[config.mk]
export PLATFORM = sky130hd
export DESIGN_NAME = analog_ladder_keypad_debounce
export DESIGN_NICKNAME = d
export VERILOG_FILES = /design/src/hdl/alkd_pkg.sv /design/src/hdl/alkd_classify.sv /design/src/hdl/alkd_debounce.sv /design/src/hdl/analog_ladder_keypad_debounce.sv
export SDC_FILE = /design/constraint.sdc
export NUM_CORES = 1
export LEC_CHECK = 0
export BUFFER_PORTS_ARGS = -buffer_cell sky130_fd_sc_hd__buf_4
export CORE_ASPECT_RATIO = 0.9
export CORE_MARGIN = 4
export CORE_UTILIZATION = 60
export DETAILED_ROUTE_END_ITERATION = 10
export PLACE_DENSITY = 0.78
export SLEW_MARGIN = 20
export SYNTH_ARGS = -nofsm -noshare
export SYNTH_HDL_FRONTEND = slang
export SYNTH_HIERARCHICAL = 1
export SYNTH_SLANG_ARGS = --single-unit
[constraint.sdc]
create_clock -name clk -period 6.7 [get_ports clk]
set_input_delay 1.005 -clock clk [delete_from_list [all_inputs] [get_ports clk]]
set_output_delay 1.005 -clock clk [all_outputs]
set_load 0.005 [all_outputs]
[src/hdl/alkd_pkg.sv]
package alkd_pkg;

  localparam int ADC_BITS   = 10;
  localparam int TIME_BITS  = 32;
  localparam int CENTER_W   = 10;
  localparam int WIN_W      = 8;
  localparam int DEB_W      = 16;
  localparam int CFG_DATA_W = 16;
  localparam int CFG_IDX_W  = 3;
  localparam int NUM_KEYS   = 5;
  localparam int KEY_W      = 3;

  // compare width: wide enough for centre plus window without wrapping
  localparam int CMP_W = ((ADC_BITS > CENTER_W) ? ADC_BITS : CENTER_W) + 1;

  localparam logic [KEY_W-1:0] KEY_NONE   = 3'd0;
  localparam logic [KEY_W-1:0] KEY_RIGHT  = 3'd1;
  localparam logic [KEY_W-1:0] KEY_UP     = 3'd2;
  localparam logic [KEY_W-1:0] KEY_DOWN   = 3'd3;
  localparam logic [KEY_W-1:0] KEY_LEFT   = 3'd4;
  localparam logic [KEY_W-1:0] KEY_SELECT = 3'd5;

  localparam logic [CFG_IDX_W-1:0] REG_RIGHT_CENTER  = 3'd0;
  localparam logic [CFG_IDX_W-1:0] REG_UP_CENTER     = 3'd1;
  localparam logic [CFG_IDX_W-1:0] REG_DOWN_CENTER   = 3'd2;
  localparam logic [CFG_IDX_W-1:0] REG_LEFT_CENTER   = 3'd3;
  localparam logic [CFG_IDX_W-1:0] REG_SELECT_CENTER = 3'd4;
  localparam logic [CFG_IDX_W-1:0] REG_SENSE_WINDOW  = 3'd5;
  localparam logic [CFG_IDX_W-1:0] REG_DEBOUNCE_MS   = 3'd6;

  localparam logic [CENTER_W-1:0] RST_RIGHT_CENTER  = 10'd0;
  localparam logic [CENTER_W-1:0] RST_UP_CENTER     = 10'd145;
  localparam logic [CENTER_W-1:0] RST_DOWN_CENTER   = 10'd329;
  localparam logic [CENTER_W-1:0] RST_LEFT_CENTER   = 10'd505;
  localparam logic [CENTER_W-1:0] RST_SELECT_CENTER = 10'd741;
  localparam logic [WIN_W-1:0]    RST_SENSE_WINDOW  = 8'd10;
  localparam logic [DEB_W-1:0]    RST_DEBOUNCE_MS   = 16'd50;

  // centre entry 0 is right, then up, down, left, select
  typedef struct packed {
    logic [NUM_KEYS-1:0][CENTER_W-1:0] center;
    logic [WIN_W-1:0]                  window;
    logic [DEB_W-1:0]                  debounce_ms;
  } cfg_t;

  typedef struct packed {
    logic [KEY_W-1:0] key;
    logic             pressed;
    logic             released;
  } res_t;

endpackage

[src/hdl/alkd_classify.sv]
module alkd_classify (
  input  alkd_pkg::cfg_t                   cfg,
  input  logic [alkd_pkg::ADC_BITS-1:0]    adc_sample,
  output logic [alkd_pkg::KEY_W-1:0]       raw_key
);

  always_comb begin
    logic [alkd_pkg::CMP_W-1:0] sample_ext;
    logic [alkd_pkg::CMP_W-1:0] win_ext;
    logic [alkd_pkg::CMP_W-1:0] c_ext;
    logic [alkd_pkg::CMP_W-1:0] lo;
    logic [alkd_pkg::CMP_W-1:0] hi;
    sample_ext = alkd_pkg::CMP_W'(adc_sample);
    win_ext    = alkd_pkg::CMP_W'(cfg.window);
    raw_key    = alkd_pkg::KEY_NONE;
    // walk from the last key down so the earliest match is kept
    for (int k = alkd_pkg::NUM_KEYS - 1; k >= 1; k--) begin
      c_ext = alkd_pkg::CMP_W'(cfg.center[k]);
      lo    = (c_ext > win_ext) ? (c_ext - win_ext) : '0;
      hi    = c_ext + win_ext;
      if (sample_ext >= lo && sample_ext <= hi) begin
        raw_key = alkd_pkg::KEY_W'(k + 1);
      end
    end
    // right key takes everything below its upper bound
    c_ext = alkd_pkg::CMP_W'(cfg.center[0]);
    if (sample_ext < c_ext + win_ext) begin
      raw_key = alkd_pkg::KEY_RIGHT;
    end
  end

endmodule

[src/hdl/alkd_debounce.sv]
module alkd_debounce (
  input  logic                             clk,
  input  logic                             rst_n,
  input  logic                             advance,
  input  logic [alkd_pkg::KEY_W-1:0]       raw_key,
  input  logic [alkd_pkg::TIME_BITS-1:0]   now_ms,
  input  logic [alkd_pkg::DEB_W-1:0]       debounce_ms,
  output alkd_pkg::res_t                   res
);

  logic [alkd_pkg::KEY_W-1:0]     last_raw_r;
  logic [alkd_pkg::TIME_BITS-1:0] change_time_r, change_time_nxt;
  logic [alkd_pkg::KEY_W-1:0]     last_rep_r;
  logic                           pressed_r, pressed_nxt;
  logic                           released_r, released_nxt;
  logic [alkd_pkg::TIME_BITS-1:0] elapsed;
  logic [alkd_pkg::KEY_W-1:0]     rep_key;

  assign elapsed = now_ms - change_time_r;

  always_comb begin
    rep_key         = alkd_pkg::KEY_NONE;
    change_time_nxt = change_time_r;
    if (raw_key != alkd_pkg::KEY_NONE) begin
      if (raw_key == last_raw_r) begin
        if (elapsed > alkd_pkg::TIME_BITS'(debounce_ms)) begin
          rep_key = raw_key;
        end
      end else begin
        change_time_nxt = now_ms;
      end
    end

    pressed_nxt  = pressed_r;
    released_nxt = released_r;
    if (last_rep_r == alkd_pkg::KEY_NONE && rep_key != alkd_pkg::KEY_NONE) begin
      pressed_nxt  = 1'b1;
      released_nxt = 1'b0;
    end
    if (last_rep_r != alkd_pkg::KEY_NONE && rep_key == alkd_pkg::KEY_NONE) begin
      pressed_nxt  = 1'b0;
      released_nxt = 1'b1;
    end
  end

  assign res.key      = rep_key;
  assign res.pressed  = pressed_nxt;
  assign res.released = released_nxt;

  always_ff @(posedge clk) begin
    if (!rst_n) begin
      last_raw_r    <= alkd_pkg::KEY_NONE;
      change_time_r <= '0;
      last_rep_r    <= alkd_pkg::KEY_NONE;
      pressed_r     <= 1'b0;
      released_r    <= 1'b0;
    end else if (advance) begin
      last_raw_r    <= raw_key;
      change_time_r <= change_time_nxt;
      last_rep_r    <= rep_key;
      pressed_r     <= pressed_nxt;
      released_r    <= released_nxt;
    end
  end

endmodule

[src/hdl/analog_ladder_keypad_debounce.sv]
// Keypad decoder for a resistor ladder: each request carries one ADC sample and the current
// millisecond count and produces exactly one result (debounced key code plus held pressed and
// released flags). One request is taken every clock cycle while in_ready is high; an accepted
// request is held in the input register and then loaded into the result register, with the
// key classification and the 32-bit elapsed-time compare between them. Flow control on the
// output side stalls the input only when both registers are full. Configuration registers are
// written through cfg_we, cfg_index and cfg_wdata; the user must write them only while no
// request is in flight, as the block itself does not enforce this.
module analog_ladder_keypad_debounce (
  input  logic                               clk,
  input  logic                               rst_n,
  input  logic                               in_valid,
  output logic                               in_ready,
  input  logic [alkd_pkg::ADC_BITS-1:0]      in_adc_sample,
  input  logic [alkd_pkg::TIME_BITS-1:0]     in_now_ms,
  output logic                               out_valid,
  input  logic                               out_ready,
  output logic [alkd_pkg::KEY_W-1:0]         out_key_code,
  output logic                               out_pressed_flag,
  output logic                               out_released_flag,
  input  logic                               cfg_we,
  input  logic [alkd_pkg::CFG_IDX_W-1:0]     cfg_index,
  input  logic [alkd_pkg::CFG_DATA_W-1:0]    cfg_wdata
);

  alkd_pkg::cfg_t                 cfg_r;
  logic                           s1_valid_r;
  logic [alkd_pkg::ADC_BITS-1:0]  s1_adc_r;
  logic [alkd_pkg::TIME_BITS-1:0] s1_now_r;
  logic                           out_valid_r;
  alkd_pkg::res_t                 out_res_r;
  logic                           advance;
  logic [alkd_pkg::KEY_W-1:0]     raw_key;
  alkd_pkg::res_t                 res;

  always_ff @(posedge clk) begin
    if (!rst_n) begin
      cfg_r.center[0]   <= alkd_pkg::RST_RIGHT_CENTER;
      cfg_r.center[1]   <= alkd_pkg::RST_UP_CENTER;
      cfg_r.center[2]   <= alkd_pkg::RST_DOWN_CENTER;
      cfg_r.center[3]   <= alkd_pkg::RST_LEFT_CENTER;
      cfg_r.center[4]   <= alkd_pkg::RST_SELECT_CENTER;
      cfg_r.window      <= alkd_pkg::RST_SENSE_WINDOW;
      cfg_r.debounce_ms <= alkd_pkg::RST_DEBOUNCE_MS;
    end else if (cfg_we) begin
      unique case (cfg_index)
        alkd_pkg::REG_RIGHT_CENTER:
          cfg_r.center[0] <= cfg_wdata[alkd_pkg::CENTER_W-1:0];
        alkd_pkg::REG_UP_CENTER:
          cfg_r.center[1] <= cfg_wdata[alkd_pkg::CENTER_W-1:0];
        alkd_pkg::REG_DOWN_CENTER:
          cfg_r.center[2] <= cfg_wdata[alkd_pkg::CENTER_W-1:0];
        alkd_pkg::REG_LEFT_CENTER:
          cfg_r.center[3] <= cfg_wdata[alkd_pkg::CENTER_W-1:0];
        alkd_pkg::REG_SELECT_CENTER:
          cfg_r.center[4] <= cfg_wdata[alkd_pkg::CENTER_W-1:0];
        alkd_pkg::REG_SENSE_WINDOW:
          cfg_r.window <= cfg_wdata[alkd_pkg::WIN_W-1:0];
        alkd_pkg::REG_DEBOUNCE_MS:
          cfg_r.debounce_ms <= cfg_wdata[alkd_pkg::DEB_W-1:0];
        default: begin
          // index past the register list is ignored
        end
      endcase
    end
  end

  // stage one moves on when the result register is free or being drained
  assign advance  = s1_valid_r && (!out_valid_r || out_ready);
  assign in_ready = !s1_valid_r || advance;

  always_ff @(posedge clk) begin
    if (!rst_n) begin
      s1_valid_r <= 1'b0;
    end else if (in_ready) begin
      s1_valid_r <= in_valid;
    end
  end

  always_ff @(posedge clk) begin
    if (in_valid && in_ready) begin
      s1_adc_r <= in_adc_sample;
      s1_now_r <= in_now_ms;
    end
  end

  alkd_classify u_classify (
    .cfg        (cfg_r),
    .adc_sample (s1_adc_r),
    .raw_key    (raw_key)
  );

  alkd_debounce u_debounce (
    .clk         (clk),
    .rst_n       (rst_n),
    .advance     (advance),
    .raw_key     (raw_key),
    .now_ms      (s1_now_r),
    .debounce_ms (cfg_r.debounce_ms),
    .res         (res)
  );

  always_ff @(posedge clk) begin
    if (!rst_n) begin
      out_valid_r <= 1'b0;
    end else if (advance) begin
      out_valid_r <= 1'b1;
    end else if (out_ready) begin
      out_valid_r <= 1'b0;
    end
  end

  always_ff @(posedge clk) begin
    if (advance) begin
      out_res_r <= res;
    end
  end

  assign out_valid         = out_valid_r;
  assign out_key_code      = out_res_r.key;
  assign out_pressed_flag  = out_res_r.pressed;
  assign out_released_flag = out_res_r.released;

endmodule
==> metrics.cfg, run 1 <==
[synthesis]
synth_warnings = 6
synth_cells = 1677
yosysMostFrequentCell = nand2_1
synthTopCellsByCount = nand2_1 (231), ha_1 (208), dfxtp_1 (116)
synthArstFlopShare_pct = 0
yosysUniqueCellTypes = 95
synth_edf_count = 47
synth_area_sq_um = 14300
synth_top_cell_area_share_pct = 18.3
avgSynthCellArea_sq_um = 8.50
synth_top_area_cell = ha_1
synthesis.nets = 1961
ys_ff_latch = 163
yosysSeqAreaShare_pct = 26.2
yosys_most_used_dff = dfxtp_1
ys_top_cells_by_area = ha_1 (18%), dfxtp_1 (16%), edfxtp_1 (9.9%)

[cells_and_area]
areaGrowthSynthToFinish_pct = 8.88
multi_input_area_sq_um = 9760
fill_cells = 1958
diodes = 0
drive_gt1_share_pct = 9.33
fin_nets = 1985
register_area_sq_um = 3730

[timing]
period_minus_slack_ps = 6080
slew_violations = 0
setup_violations = 0
clock.fmax_mhz = 165
rsz0062_at_grt = no
worstMarginPinSlew_ps = 818
fin_tns_setup_ps = 0
min_period_over_period_pct = 90.7
hold_viol = 0
fin_worst_skew_ps = 22.9
slew-limit-headroom_pct = 45.3

[pwr]
p_int_w = 0.00193
pwr-share-comb_pct = 28.2
switchingPower_w = 0.00103
p_leak_nw = 6.69
p_seq_share_pct = 37.6
netSwitchingFraction_pct = 34.7
p_clk_share_pct = 34.3
vdd_drop_max_uv = 154
power_density_nw_per_um2 = 191
power_w = 0.00296

[worst_setup_path]
cp-end-kind = register
crit_path_frequent_cell = nor2_1
critical_path.top_delay_family = compound AO/OA/AOI/OAI gates
critPathBufInv = 2
critical_path.cell_chain = inv_1, ha_1, a21oi_1, o21ai_1, a211o_1, a211o_1, nor2_1, nor2_1, nand3_1, ha_1, a21o_1, a211oi_1, o21ai_0, a2111oi_0, a2111oi_2, a21bo_2, a21o_2, xor2_1, nor2_1, nand2_1, o311ai_4, buf_4, nand2_1, a21boi_0
max_stage_delay_ps = 570
regToRegEndpoint = u_debounce/change_time_r[6]
cp-start-kind = register
critPathMaxFanout = 18
rrSetupSlack_ps = 620
reg2reg_depth = 24
arrival_ps = 6430
worstSetupPathType = reg2reg
rr_startpoint = cfg_r[18]
required_ps = 7050
cp_slowest_cell = a2111oi_0

[global_routing]
grt_start_max_net_pins = 80
grt_antenna_before_repair = 0
grt_pass1_wl_um = 62100
grt_pass1_vias = 12100
track_usage_pct = 29.3
grt_overflow = 0

[detailed_routing]
post_drt_via_cell_ratio = 6.17
drc_errors = 0
drtIter0Drc = 1035
routed_wl_um = 38600
ant_nets = 0
dr_wl_met2_um = 17600
routed.top_layer = met4
wl_met3_um = 2550
wl_per_cell_um = 19.2
firstDrtPassIters = 6
route.layer.met1.wl_um = 17100
num_vias = 12400

[clock_network]
cts_buffer_depth = 2
cts_setup_buffers = 0
cts-root-buf = clkbuf_16
insertion_delay_ps = 440
htreeDepth = 4
cts_made_buffers = 17
clk_pin_slew_worst_paths_ps = 70
cts_resized = 0
holdBufCountCts = 0
cts_tree = built
cts.sinks = 163

[worst_hold_path]
holdPathStages = 2
whs_endpoint = cfg_r[12]
hold_path_startpoint = cfg_r[12]
min_path_type = reg2reg

[placement]
dp_hpwl_um = 29500
io_buffers = 72
place.gp.congestion = 0.967

[run]
cap_violations = 0

[status]
status = finished clean

[die]
initial_core_util_pct = 61.1
die_x_um = 171
die-area_sq_um = 26300
row_count = 53
die_y_um = 154
io_pins = 73
placeableCoreArea_sq_um = 23300

[registers in the layout (all words and copies together) (netlist names)]
signal                    flops
u_debounce/last_rep_r         3
s1_adc_r                     10
u_debounce/released_r         1
u_debounce/change_time_r     32
s1_valid_r                    1
out_pressed_flag              1
out_key_code                  3
u_debounce/pressed_r          1
s1_now_r                     32
out_released_flag             1
out_valid                     1
u_debounce/last_raw_r         3
cfg_r                        74
[area by class of cell]
class                   count  area share (%)
repair buffers             84            4.11
well taps                 302            2.43
clock buffers              18            2.90
clock inverters            14           0.999
multi-input cells        1325            62.8
flip-flops and latches    163            24.0
inverters                 110            2.66
[cell families (layout without fill, tap and decap cells)]
family                     Yosys count  in the layout  share of synthesized area, %
muxes                               82             82                          5.78
buffers and inverters              189            226                          5.59
DFF                                163            163                          26.2
adders and majority gates          220            220                          19.8
xor gates and xnor gates            76             76                          4.67
AOI/OAI and AO/OA                  384            384                          18.4
and+or+nand+nor                    563            563                          19.6
[power groups by stage]
stage | sequential (W) | clock [W] | combinational [W]
after floorplan | 0.00111 | 0 | 0.000611
after global placement | 0.00113 | 0 | 0.000788
after detailed placement | 0.00113 | 0 | 0.000811
after CTS | 0.00111 | 0.00103 | 0.000819
after global routing | 0.00112 | 0.00107 | 0.000928
final | 0.00111 | 0.00101 | 0.000833
[layout by cell type, fill, tap and decap left out, drive strengths merged, types with 5 or more instances in the layout]
cell type | synthesis | layout
inv | 110 | 118
o221ai | 5 | 5
o21ai | 65 | 65
o21a | 28 | 28
nand4 | 31 | 31
nand3 | 31 | 31
clkinv | 0 | 5
a21o | 20 | 20
o211ai | 17 | 17
o22ai | 5 | 5
a211o | 8 | 8
or4 | 5 | 5
o2111ai | 5 | 5
xor2 | 18 | 18
nand2b | 22 | 22
mux2i | 79 | 79
a221oi | 5 | 5
o21bai | 14 | 14
a211oi | 15 | 15
edfxtp | 47 | 47
o31ai | 12 | 12
and3 | 5 | 5
buf | 38 | 84
nor4 | 9 | 9
dfxtp | 116 | 116
nor3 | 25 | 25
or3 | 9 | 9
a31oi | 8 | 8
xnor2 | 58 | 58
nor2 | 90 | 90
nor2b | 68 | 68
nand2 | 231 | 231
a21oi | 98 | 98
a21boi | 35 | 35
and2 | 5 | 5
nand3b | 10 | 10
fa | 10 | 10
ha | 208 | 208
clkbuf | 41 | 18
[worst max-delay path by stage]
stage / start / end / slack (ps) / cells after the start
finish: cfg_r[18] / u_debounce/change_time_r[6] / 620 / 24
global route: cfg_r[18] / u_debounce/change_time_r[6] / 130 / 24
CTS: cfg_r[18] / u_debounce/change_time_r[6] / 660 / 24
detailed placement: cfg_r[18] / u_debounce/change_time_r[6] / 710 / 24
global placement: cfg_r[18] / u_debounce/change_time_r[1] / 1070 / 24
floorplan: cfg_r[17] / u_debounce/change_time_r[0] / 1180 / 25
[layer usage]
metal | vias up | GRT usage [%]
met2 | 452 | 47.2
met4 | 0 | 11.0
met5 | - | 0
li1 | 6014 | -
met1 | 5878 | 39.4
met3 | 94 | 5.11
[metrics by stage]
stage | std cells | hold WS (ps) | setup slack [ps] | area (sq um) | util, %
2_1_floorplan | 1677 | 434 | 1180 | 14300 | -
4_1_cts | 2015 | 464 | 655 | 15500 | 66.5
5_1_grt | 2016 | 483 | 134 | 15500 | 66.5
3_5_place_dp | 1983 | 453 | 707 | 14900 | 63.9
6_report | 2016 | 458 | 624 | 15500 | 66.5
3_3_place_gp | 1983 | 446 | 1070 | 14900 | 63.9
[tightest hold or removal path, stage by stage (launching register included)]
cell and delay [ps]:
dfxtp_1 310, nand2_1 50, mux2i_1 50
(Power assumes the default switching activity.)
==> run 2: changes to the inputs <==
- PLACE_DENSITY: 0.78 -> 0.89
==> run 2 against run 1 <==
Net effect:
- sequential cell count is the same
- via count grew 0.75%
- clock skew is 9.8 ps lower
- setup slack worse by 160 ps
- utilization is essentially flat
- sequential share of layout area about the same
- non-clock buffer count did not move
- critical path depth did not move
- final area barely moved
- first-iteration DRC count up 9.0%
==> metrics.cfg, run 2 (synthesis results as in run 1) <==
[global_routing]
track_usage_pct = 28.7  ; -0.55 points
grt_pass1_wl_um = 61400  ; -1.3%
grt_pass1_vias = 12100  ; +0.70%
grt_overflow = 0  ; unchanged
grt_start_max_net_pins = 52  ; -35%
grt_antenna_before_repair = 0  ; unchanged

[clock_network]
holdBufCountCts = 0  ; unchanged
cts_made_buffers = 17  ; unchanged
insertion_delay_ps = 440  ; about the same
cts_tree = built
cts_buffer_depth = 2  ; unchanged
htreeDepth = 4  ; unchanged
clk_pin_slew_worst_paths_ps = 70  ; about the same
cts_resized = 0  ; unchanged
cts.sinks = 163  ; unchanged
cts-root-buf = clkbuf_16
cts_setup_buffers = 0  ; unchanged

[timing]
period_minus_slack_ps = 6230  ; +157 ps
clock.fmax_mhz = 160  ; -2.5%
hold_viol = 0  ; unchanged
worstMarginPinSlew_ps = 843  ; +24.6 ps
fin_tns_setup_ps = 0  ; unchanged
rsz0062_at_grt = no
min_period_over_period_pct = 93.0  ; +2.3 points
fin_worst_skew_ps = 13.1  ; -9.83 ps
hold_ws_ps = 463  ; +4.86 ps
setup_violations = 0  ; unchanged
slew_violations = 0  ; unchanged
slew-limit-headroom_pct = 43.5  ; -1.8 points
setup_ws_ps = 467  ; -157 ps

[placement]
dp_hpwl_um = 29200  ; -1.2%
pre_cts_ws_ps = 642  ; -65.5 ps
io_buffers = 72  ; unchanged
place.gp.congestion = 0.945  ; -2.3%

[worst_setup_path]
regToRegEndpoint = u_debounce/change_time_r[24]
crit_end = u_debounce/change_time_r[24]
critical_path.cell_chain = inv_1, ha_1, o21a_1, o31a_2, o211ai_1, nand2b_1, a21o_1, a211o_2, and2_1, ha_1, nand2b_1, a31oi_1, o21ai_0, a311o_1, o211ai_2, and2_1, nor3b_2, xor2_1, nor2_1, nand2_1, o311ai_4, buf_4, nand2_1, a21boi_0
setup.worst_path.start = cfg_r[18]
cp-end-kind = register
reg2reg_depth = 24  ; unchanged
arrival_ps = 6570  ; +140 ps
cp_slowest_cell = nor3b_2
cp-start-kind = register
max_stage_delay_ps = 510  ; -60 ps
critPathMaxFanout = 32  ; +14
crit_cells = 24  ; unchanged
worstSetupPathType = reg2reg
rr_startpoint = cfg_r[18]
rrSetupSlack_ps = 470  ; -160 ps
critPathBufInv = 2  ; unchanged
critical_path.top_delay_family = compound AO/OA/AOI/OAI gates
required_ps = 7030  ; -20 ps

[pwr]
pwr-share-comb_pct = 28.7  ; +0.5 points
p_clk_share_pct = 33.7  ; -0.6 points
power_density_nw_per_um2 = 189  ; -0.61%
switchingPower_w = 0.000977  ; -4.9%
netSwitchingFraction_pct = 33.3  ; -1.5 points
vdd_drop_max_uv = 145  ; -5.5%
p_seq_share_pct = 37.6  ; about the same
p_leak_nw = 6.68  ; -0.12%
p_int_w = 0.00196  ; +1.6%

[detailed_routing]
wl_per_cell_um = 19.0  ; -0.96%
firstDrtPassIters = 6  ; unchanged
num_vias = 12500  ; +0.75%
drtIter0Drc = 1128  ; +9.0%
routed_wl_um = 38300  ; -0.91%
ant_nets = 0  ; unchanged
post_drt_via_cell_ratio = 6.21  ; +0.70%
drc_errors = 0  ; unchanged

[die]
die_x_um = 171  ; unchanged
die-area_sq_um = 26300  ; unchanged
placeableCoreArea_sq_um = 23300  ; unchanged
die_y_um = 154  ; unchanged
initial_core_util_pct = 61.1  ; unchanged
io_pins = 73  ; unchanged
row_count = 53  ; unchanged

[cells_and_area]
largest_reg_flops = 74  ; unchanged
fin_nets = 1985  ; unchanged
fill_cells = 1890  ; -3.5%
layout_commonest_cell = nand2_1
areaGrowthSynthToFinish_pct = 8.83  ; about the same
reg_top3 = cfg_r: 74 flops, s1_now_r: 32 flops, u_debounce/change_time_r: 32 flops
final_cell_mix = nand2_1 (231), ha_1 (208), dfxtp_1 (116)
drive_gt1_share_pct = 9.33  ; unchanged
top_register = cfg_r

[status]
status = finished clean

[run]
cap_violations = 0  ; unchanged

[worst_hold_path]
min_path_type = reg2reg

[run 2: tightest hold or removal path: stages (launching register included)]
cell     delay [ps]
dfxtp_1         310
nand2_1          50
mux2i_1          60
[run 2: how the worst min path moves through the flow]
stage,from,endpoint,slack (ps),cells after the start
after floorplan,cfg_r[72],cfg_r[72],430,2
after global placement,cfg_r[8],cfg_r[8],450,2
after detailed placement,cfg_r[13],cfg_r[13],460,2
after CTS,cfg_r[13],cfg_r[13],460,2
after global routing,cfg_r[7],cfg_r[7],480,2
final,cfg_r[11],cfg_r[11],460,2
[run 2: per-stage QoR]
step                cell area [sq um]  cells  power (W)  util, %
CTS                             15500   2015    0.00293     66.4
detailed placement              14900   1983    0.00194     63.9
floorplan                       14300   1677    0.00172        -
global route                    15500   2016    0.00309     66.5
finish                          15500   2017    0.00294     66.5
global placement                14900   1983    0.00191     63.9
[run 2: layer usage]
| metal | vias to the layer above | routed length, um | global-route usage, % |
|---|---|---|---|
| li1 | 6028 | - | - |
| met3 | 111 | 2060 | 3.50 |
| met5 | - | 0 | 0 |
| met1 | 5924 | 15700 | 35.0 |
| met2 | 468 | 18800 | 50.5 |
| met4 | 0 | 1740 | 13.2 |
[run 2: cell type report]
class / count / area [sq um] / area share [%]
antenna: 1 / 2.50 / 0.0161
clock buffer: 21 / 473 / 3.05
clock inverter: 11 / 116 / 0.750
inverter: 110 / 413 / 2.66
multi-input combinational: 1325 / 9760 / 62.9
sequential: 163 / 3730 / 24.1
tap: 302 / 378 / 2.43
timing repair buffer: 84 / 638 / 4.11
[run 2: power groups by stage]
stage	clock (W)	combinational, W	sequential, W
floorplan	0	0.000611	0.00111
global placement	0	0.000781	0.00113
detailed placement	0	0.000813	0.00113
CTS	0.000999	0.000823	0.00111
global route	0.00104	0.000931	0.00111
finish	0.000989	0.000843	0.00111
